===== config.mk =====
export PLATFORM = sky130hd
export DESIGN_NAME = cp437_encoder_with_fallback_core
export DESIGN_NICKNAME = d
export VERILOG_FILES = /design/src/hdl/cp437_pkg.sv /design/src/hdl/cp437_encoder_with_fallback_core.sv
export SDC_FILE = /design/constraint.sdc
export NUM_CORES = 1
export LEC_CHECK = 0
export BUFFER_PORTS_ARGS = -buffer_cell sky130_fd_sc_hd__buf_2
export CAP_MARGIN = 0
export CORE_ASPECT_RATIO = 1.4
export CORE_UTILIZATION = 25
export DETAILED_ROUTE_END_ITERATION = 10
export MAX_ROUTING_LAYER = met4
export PLACE_DENSITY = 0.44
export SETUP_SLACK_MARGIN = 0.15
export SLEW_MARGIN = 20
export SYNTH_ARGS = -nofsm -noshare
export SYNTH_HDL_FRONTEND = slang
export SYNTH_SLANG_ARGS = --single-unit

===== constraint.sdc =====
create_clock -name clk_i -period 2.9 [get_ports clk_i]
set_clock_uncertainty 0.15 [all_clocks]
set_input_delay 0.58 -clock clk_i [delete_from_list [all_inputs] [get_ports clk_i]]
set_output_delay 0.58 -clock clk_i [all_outputs]
set_load 0.02 [all_outputs]

===== src/hdl/cp437_pkg.sv =====
// Types, constants and lookup functions for the code page 437 encoder core.
// Self-contained; used by cp437_encoder_with_fallback_core.
package cp437_pkg;

  localparam int unsigned CpWidth = 21;
  localparam int unsigned ByteWidth = 8;
  localparam int unsigned GlyphCount = 128;
  localparam int unsigned GlyphIdxWidth = $clog2(GlyphCount);

  localparam logic [CpWidth-1:0] CpMaxValid = 21'h10FFFF;
  localparam logic [CpWidth-1:0] CpSurrLo = 21'h00D800;
  localparam logic [CpWidth-1:0] CpSurrHi = 21'h00DFFF;
  localparam logic [CpWidth-1:0] CpReplChar = 21'h00FFFD;
  localparam logic [CpWidth-1:0] CpAsciiMax = 21'h00007F;
  localparam logic [CpWidth-1:0] ReplResetValue = 21'd63;

  localparam logic [0:0] OP_ENCODE = 1'b0;
  localparam logic [0:0] OP_DECODE = 1'b1;

  localparam logic [1:0] KIND_EXACT = 2'd0;
  localparam logic [1:0] KIND_APPROX = 2'd1;
  localparam logic [1:0] KIND_REPL = 2'd2;

  typedef struct packed {
    logic [0:0]         opcode;
    logic [CpWidth-1:0] code_point;
    logic [7:0]         byte_value;
  } in_word_t;

  typedef struct packed {
    logic [0:0]         success;
    logic [7:0]         encoded_byte;
    logic [CpWidth-1:0] output_code_point;
    logic [1:0]         kind;
  } out_word_t;

  typedef struct packed {
    logic                 ok;
    logic [ByteWidth-1:0] enc_byte;
  } enc_t;

  // Upper half of the code page: byte 0x80 + i decodes to GLYPH_TAB[i].
  localparam logic [CpWidth-1:0] GLYPH_TAB [GlyphCount] = '{
    21'h00C7, 21'h00FC, 21'h00E9, 21'h00E2, 21'h00E4, 21'h00E0, 21'h00E5, 21'h00E7,
    21'h00EA, 21'h00EB, 21'h00E8, 21'h00EF, 21'h00EE, 21'h00EC, 21'h00C4, 21'h00C5,
    21'h00C9, 21'h00E6, 21'h00C6, 21'h00F4, 21'h00F6, 21'h00F2, 21'h00FB, 21'h00F9,
    21'h00FF, 21'h00D6, 21'h00DC, 21'h00A2, 21'h00A3, 21'h00A5, 21'h20A7, 21'h0192,
    21'h00E1, 21'h00ED, 21'h00F3, 21'h00FA, 21'h00F1, 21'h00D1, 21'h00AA, 21'h00BA,
    21'h00BF, 21'h2310, 21'h00AC, 21'h00BD, 21'h00BC, 21'h00A1, 21'h00AB, 21'h00BB,
    21'h2591, 21'h2592, 21'h2593, 21'h2502, 21'h2524, 21'h2561, 21'h2562, 21'h2556,
    21'h2555, 21'h2563, 21'h2551, 21'h2557, 21'h255D, 21'h255C, 21'h255B, 21'h2510,
    21'h2514, 21'h2534, 21'h252C, 21'h251C, 21'h2500, 21'h253C, 21'h255E, 21'h255F,
    21'h255A, 21'h2554, 21'h2569, 21'h2566, 21'h2560, 21'h2550, 21'h256C, 21'h2567,
    21'h2568, 21'h2564, 21'h2565, 21'h2559, 21'h2558, 21'h2552, 21'h2553, 21'h256B,
    21'h256A, 21'h2518, 21'h250C, 21'h2588, 21'h2584, 21'h258C, 21'h2590, 21'h2580,
    21'h03B1, 21'h00DF, 21'h0393, 21'h03C0, 21'h03A3, 21'h03C3, 21'h00B5, 21'h03C4,
    21'h03A6, 21'h0398, 21'h03A9, 21'h03B4, 21'h221E, 21'h03C6, 21'h03B5, 21'h2229,
    21'h2261, 21'h00B1, 21'h2265, 21'h2264, 21'h2320, 21'h2321, 21'h00F7, 21'h2248,
    21'h00B0, 21'h2219, 21'h00B7, 21'h221A, 21'h207F, 21'h00B2, 21'h25A0, 21'h00A0
  };

  // Surrogates and values beyond the Unicode range become U+FFFD.
  function automatic logic [CpWidth-1:0] sanitize(logic [CpWidth-1:0] cp);
    if (cp > CpMaxValid || (cp >= CpSurrLo && cp <= CpSurrHi)) begin
      return CpReplChar;
    end
    return cp;
  endfunction

  function automatic logic [CpWidth-1:0] decode_byte(logic [ByteWidth-1:0] b);
    if (!b[ByteWidth-1]) begin
      return {{(CpWidth-ByteWidth){1'b0}}, b};
    end
    return GLYPH_TAB[b[GlyphIdxWidth-1:0]];
  endfunction

  // Exact encode of a sanitized code point. The table holds no duplicates,
  // so the matching indexes can simply be OR-ed together.
  function automatic enc_t encode_exact(logic [CpWidth-1:0] cp);
    enc_t                     res;
    logic [GlyphIdxWidth-1:0] idx;
    logic                     hit;
    idx = '0;
    hit = 1'b0;
    for (int i = 0; i < GlyphCount; i++) begin
      if (GLYPH_TAB[i] == cp) begin
        hit = 1'b1;
        idx = idx | GlyphIdxWidth'(i);
      end
    end
    if (cp <= CpAsciiMax) begin
      res.ok = 1'b1;
      res.enc_byte = cp[ByteWidth-1:0];
    end else begin
      res.ok = hit;
      res.enc_byte = {1'b1, idx};
    end
    return res;
  endfunction

  // ASCII stand-in for common typographic glyphs; zero when none applies.
  function automatic logic [ByteWidth-1:0] approximate(logic [CpWidth-1:0] cp);
    logic [ByteWidth-1:0] ch;
    case (cp) inside
      21'h2018, 21'h2019, 21'h201A, 21'h201B, 21'h2032: ch = 8'h27;
      21'h201C, 21'h201D, 21'h201E, 21'h201F, 21'h2033: ch = 8'h22;
      21'h2010, 21'h2011, 21'h2012, 21'h2013, 21'h2014,
      21'h2015, 21'h2212:                               ch = 8'h2D;
      21'h2022, 21'h2043:                               ch = 8'h2A;
      21'h2026:                                         ch = 8'h2E;
      21'h00A0, 21'h2000, 21'h2001, 21'h2002, 21'h2003,
      21'h2004, 21'h2005, 21'h2006, 21'h2007, 21'h2008,
      21'h2009, 21'h200A, 21'h202F, 21'h205F, 21'h3000: ch = 8'h20;
      21'h2190:                                         ch = 8'h3C;
      21'h2191:                                         ch = 8'h5E;
      21'h2192:                                         ch = 8'h3E;
      21'h2193, 21'h2713, 21'h2714:                     ch = 8'h76;
      21'h2715, 21'h2716, 21'h00D7:                     ch = 8'h78;
      default:                                          ch = 8'h00;
    endcase
    return ch;
  endfunction

endpackage


===== src/hdl/cp437_encoder_with_fallback_core.sv =====
// Code page 437 encoder/decoder with ASCII fallback and replacement glyph.
// Depends on cp437_pkg for word types, the glyph table and lookup functions.

// The core takes one word per cycle when the output side is not stalled and
// returns one result word per input word, in order. The result is registered
// in three register stages: sanitize and approximation lookup, the parallel
// exact-match search against the 128-entry glyph table with result
// selection, and the final byte-to-code-point decode. Throughput
// is one word per cycle; a stall on the output backs up through the stages
// without losing or repeating words. The replacement code point is written
// through cfg_we_i/cfg_wdata_i and should only change while the core is idle.
module cp437_encoder_with_fallback_core (
  input  logic                           clk_i,
  input  logic                           rst_ni,
  input  logic                           in_valid_i,
  output logic                           in_ready_o,
  input  cp437_pkg::in_word_t            in_data_i,
  output logic                           out_valid_o,
  input  logic                           out_ready_i,
  output cp437_pkg::out_word_t           out_data_o,
  input  logic                           cfg_we_i,
  input  logic [cp437_pkg::CpWidth-1:0]  cfg_wdata_i
);

  logic [cp437_pkg::CpWidth-1:0] repl_q;

  // Stage 1 registers
  logic                            v1_q;
  logic [0:0]                      op1_q;
  logic [7:0]                      bv1_q;
  logic [cp437_pkg::CpWidth-1:0]   cp1_q;
  logic [cp437_pkg::CpWidth-1:0]   repl1_q;
  logic [7:0]                      approx1_q;

  // Stage 2 registers
  logic       v2_q;
  logic [0:0] ok2_q;
  logic [7:0] byte2_q;
  logic [1:0] kind2_q;

  // Output stage
  logic                  v3_q;
  cp437_pkg::out_word_t  out3_q;

  logic en1, en2, en3;
  logic [cp437_pkg::CpWidth-1:0] cp_san, repl_san;
  cp437_pkg::enc_t               cp_enc, repl_enc;
  logic [0:0]                    ok2_d;
  logic [7:0]                    byte2_d;
  logic [1:0]                    kind2_d;
  cp437_pkg::out_word_t          out3_d;

  assign en3 = !v3_q || out_ready_i;
  assign en2 = !v2_q || en3;
  assign en1 = !v1_q || en2;
  assign in_ready_o = en1;

  assign cp_san   = cp437_pkg::sanitize(in_data_i.code_point);
  assign repl_san = cp437_pkg::sanitize(repl_q);

  always_ff @(posedge clk_i or negedge rst_ni) begin
    if (!rst_ni) begin
      repl_q <= cp437_pkg::ReplResetValue;
    end else if (cfg_we_i) begin
      repl_q <= cfg_wdata_i;
    end
  end

  always_ff @(posedge clk_i or negedge rst_ni) begin
    if (!rst_ni) begin
      v1_q <= 1'b0;
      v2_q <= 1'b0;
      v3_q <= 1'b0;
    end else begin
      if (en1) begin
        v1_q <= in_valid_i;
      end
      if (en2) begin
        v2_q <= v1_q;
      end
      if (en3) begin
        v3_q <= v2_q;
      end
    end
  end

  always_ff @(posedge clk_i) begin
    if (en1) begin
      op1_q     <= in_data_i.opcode;
      bv1_q     <= in_data_i.byte_value;
      cp1_q     <= cp_san;
      repl1_q   <= repl_san;
      approx1_q <= cp437_pkg::approximate(cp_san);
    end
  end

  // Encodes try an exact match first, then the ASCII stand-in, then the replacement glyph.
  assign cp_enc   = cp437_pkg::encode_exact(cp1_q);
  assign repl_enc = cp437_pkg::encode_exact(repl1_q);

  always_comb begin
    ok2_d   = 1'b1;
    byte2_d = bv1_q;
    kind2_d = cp437_pkg::KIND_EXACT;
    if (op1_q == cp437_pkg::OP_ENCODE) begin
      if (cp_enc.ok) begin
        byte2_d = cp_enc.enc_byte;
      end else if (approx1_q != 8'h00) begin
        byte2_d = approx1_q;
        kind2_d = cp437_pkg::KIND_APPROX;
      end else if (repl_enc.ok) begin
        byte2_d = repl_enc.enc_byte;
        kind2_d = cp437_pkg::KIND_REPL;
      end else begin
        ok2_d   = 1'b0;
        byte2_d = 8'h00;
      end
    end
  end

  always_ff @(posedge clk_i) begin
    if (en2) begin
      ok2_q   <= ok2_d;
      byte2_q <= byte2_d;
      kind2_q <= kind2_d;
    end
  end

  always_comb begin
    out3_d.success           = ok2_q;
    out3_d.encoded_byte      = byte2_q;
    out3_d.kind              = kind2_q;
    out3_d.output_code_point = ok2_q[0] ? cp437_pkg::decode_byte(byte2_q)
                                        : '0;
  end

  always_ff @(posedge clk_i) begin
    if (en3) begin
      out3_q <= out3_d;
    end
  end

  assign out_valid_o = v3_q;
  assign out_data_o  = out3_q;

endmodule


==> key figures <==
Route
  – Initial DRC Count: 1587
  – Via count: 15320
  – DR DRC count: 0
  – Final wirelength: 63.58 mm
  – Via-to-Cell Ratio: 5.606
  – Final ANT Viol Nets: 0
  – Routed wire per std cell: 23.26 um
  – DRT Pass-1 Iters: 6

Run status
  – Status: finished, violations left
  – Failing checks: setup timing

Timing
  – Setup ws final: -0.4953 ns
  – Final Cycle Share: 117.1%
  – Worst-Margin Slew: 0.9479 ns
  – Slew HR: 36.81%
  – Max Freq: 294.5 MHz
  – RSZ-0062 raised after global routing: yes
  – Final hold violations: 0
  – Count of final setup violators: 11
  – Hold WS: 0.1769 ns
  – Slew Limit Fails: 0
  – Minimum clock period after layout: 3.395 ns

Yosys
  – Synth area leader: edfxtp_1
  – Asr flop ratio synth: 20.69%
  – Synthesized flop and latch total: 116
  – Post-synth EDFFs: 92
  – Library cells used by synthesis: 92
  – Synth Instances: 1570
  – Mapped Avg Cell Area: 7.595 um2
  – Synth area leaders: edfxtp_1 (23%), nand2_1 (5.4%), o21ai_0 (4.7%), nor2_1 (4.4%), a21oi_1 (3.9%)
  – Sequential-to-total area share from yosys stat: 28.27%
  – Ys flop type: edfxtp_1
  – Top-area cell type share of the netlist area: 23.17%
  – Synth warnings: 0
  – Post-Syn Area: 11920 um2

Cells and area
  – Area grow syn2layout: 55.95%
  – Layout cells sized above 1: 40.56%
  – Most frequent cells in the layout: buf_4 (518), nand2_1 (160), nor2_1 (135), o21ai_0 (101), edfxtp_1 (92)
  – Commonest non-fill, non-tap cell in the layout: buf_4
  – Total Nets Final: 2164

Power and ir drop
  – Switch Pwr: 2.889 mW
  – Sw frac: 38.03%
  – Int Power: 4.708 mW
  – Flop pwr share: 28.9%
  – Clk pwr share: 29.2%
  – Leakage: 7.502 nW
  – Power, Total: 7.597 mW
  – Comb power frac: 41.8%
  – Max VDD drop: 0.5177 mV
  – Pwr/cell area: 408.5 nW/um2

Floorplan
  – Die Y-Extent: 260.4 um
  – IO Count: 90
  – Initial Utilization: 25.35%
  – Die Span X: 186.6 um
  – Die area: 48590 um2
  – Core area: 47050 um2
  – Rows: 94

Critical path
  – R2R cell count: 12
  – Crit start category: register
  – Crit Reg-Reg Endpoint: byte2_q[1]$_DFFE_PP_
  – Critical Path RT: 3.02 ns
  – Critical setup path kind: reg -> reg
  – R2r setup slk: -0.50 ns
  – Worst Setup End Kind: register
  – Crit path arrival time: 3.52 ns
  – Crit-path max FO: 6
  – Critical R2R Launch: cp1_q[4]$_DFFE_PP_

Global route
  – Initial antenna violation count: 1
  – GRT overflow: 0
  – Gr usage total: 26.39%
  – First-pass GRT wire length: 94.11 mm
  – Vias in the first global route: 15000
  – Pin count of the biggest net entering global routing: 79

Hold path
  – Worst Hold Launch: in_data_i[2]
  – Worst hold path type: in -> reg
  – WHS Endpoint: bv1_q[2]$_DFFE_PP_
  – Hold depth: 1

Place
  – Final HPWL DP: 50.65 mm
  – Final RePlAce weighted congestion: 0.9976
  – Buffers on Ports: 80
  – Dpl ws: -0.7265 ns

Clock tree
  – CTS buffer count: 17
  – Clock latency on the worst-skew pair: 0.43 ns
  – CTS tree: built
  – H-Tree Depth: 4
  – Worst-path clk slew: 0.06 ns
  – Root buffer cell: clkbuf_16
  – Clock tree buffer depth: 2
  – Clock Sinks: 116

Flow run
  – Max_cap viols: 0
-- per-layer routing --
layer	vias to the layer above	share of wire, %	GRT usage [%]
met4	0	5.4	13.25
li1	7095	-	-
met3	161	4.9	2.851
met5	-	0	-
met2	620	48	44.03
met1	7446	42	31.57
-- power groups by stage --
stage          logic, mW  clock network, mW  registers, mW
2_1_floorplan       1.46                  0           2.25
3_3_place_gp        2.85                  0           2.22
3_5_place_dp        2.84                  0           2.23
4_1_cts             3.00               2.28           2.19
5_1_grt             3.37               2.34           2.23
6_report            3.18               2.22           2.20
-- kinds of logic (layout without fill, tap and decap cells) --
family | count (synthesis) | in the layout | share of synthesized area, %
xor+xnor | 13 | 13 | 0.9549
buf+inv | 174 | 703 | 6.086
simple gates | 759 | 760 | 34.40
other cells | 1 | 10 | 0.03145
mux | 35 | 35 | 3.379
fa+ha+maj | 13 | 13 | 1.364
flops | 116 | 116 | 28.27
compound gates | 459 | 459 | 25.52
-- registers in the layout, indices dropped and copies added (netlist names) --
| register | cells |
|---|---|
| repl_q | 21 |
| ok2_q | 1 |
| v1_q | 1 |
| cp1_q | 21 |
| out_valid_o | 1 |
| bv1_q | 8 |
| kind2_q | 2 |
| v2_q | 1 |
| approx1_q | 7 |
| op1_q | 1 |
| byte2_q | 8 |
| repl1_q | 21 |
| out_data_o | 23 |
-- how the worst max path moves through the flow --
stage                                      end  slack [ns]                from  cells past startpoint
CTS                       byte2_q[1]$_DFFE_PP_       -0.44  cp1_q[5]$_DFFE_PP_                     14
global route              byte2_q[1]$_DFFE_PP_       -0.51  cp1_q[5]$_DFFE_PP_                     14
floorplan           approx1_q[0]$_SDFFCE_PP1P_       -0.70         out_ready_i                      1
finish                    byte2_q[1]$_DFFE_PP_       -0.50  cp1_q[4]$_DFFE_PP_                     12
global placement          byte2_q[1]$_DFFE_PP_       -0.83  cp1_q[7]$_DFFE_PP_                     11
detailed placement        byte2_q[1]$_DFFE_PP_       -0.73  cp1_q[7]$_DFFE_PP_                     11
-- final cells by class --
| type | count | area, um2 |
|---|---|---|
| antenna | 1 | 2.502 |
| multi-input combinational | 1289 | 8678 |
| timing repair buffer | 648 | 5064 |
| tap | 624 | 780.7 |
| fill | 4947 | 28450 |
| clock buffer | 18 | 450.4 |
| clock inverter | 14 | 161.4 |
| inverter | 23 | 87.58 |
| sequential | 116 | 3371 |
-- Yosys cell counts, drive strengths merged (7+ instances only) --
| cell type | n |
|---|---|
| nand2b | 42 |
| a22oi | 15 |
| nor2 | 142 |
| o32ai | 13 |
| or2 | 16 |
| nor4bb | 22 |
| o31ai | 17 |
| xor2 | 7 |
| nor4b | 17 |
| nand3b | 7 |
| nand4b | 7 |
| a21oi | 94 |
| o22ai | 21 |
| or3 | 11 |
| o21ai | 118 |
| o211ai | 18 |
| mux2 | 22 |
| nor4 | 44 |
| a311oi | 12 |
| a32oi | 8 |
| a41oi | 8 |
| o2111ai | 9 |
| and2 | 20 |
| edfxtp | 92 |
| nand3 | 69 |
| a211oi | 13 |
| inv | 19 |
| or4 | 15 |
| buf | 51 |
| a31oi | 31 |
| mux2i | 11 |
| nor2b | 35 |
| nor3 | 68 |
| dfrtp | 18 |
| and3 | 18 |
| nand4 | 32 |
| ha | 13 |
| nand2 | 171 |
| clkbuf | 100 |
-- worst max-delay path: stages (launching register included) --
cell,delay [ns]
edfxtp_1,0.50
buf_4,0.18
nor4b_1,0.13
buf_4,0.13
buf_4,0.14
a222oi_1,0.46
buf_4,0.23
nand2_4,0.05
o31ai_4,0.25
and3_4,0.28
nand2_8,0.07
or3_4,0.42
o31ai_4,0.25
-- through the flow --
| stage | TNS, ns | instances | instance area (um2) | utilization [%] |
|---|---|---|---|---|
| 3_5_place_dp | -7.577 | 2636 | 16530 | 35.14 |
| 5_1_grt | -4.301 | 2733 | 18600 | 39.53 |
| 3_3_place_gp | -8.936 | 2636 | 16530 | 35.13 |
| 4_1_cts | -2.951 | 2699 | 17840 | 37.92 |
| 6_report | -4.245 | 2733 | 18600 | 39.53 |
| 2_1_floorplan | -42.13 | 1578 | 12050 | - |
-- repair_timing --
action	in CTS	in global routing
gates cloned	2	1
buffers inserted	28	32
endpoints found under the setup margin	11	19
resized for setup	93	101
hold buffers	1	0
pin swaps	26	27
endpoints found under the hold margin	18	0
Power figures use the tool's default switching activity.
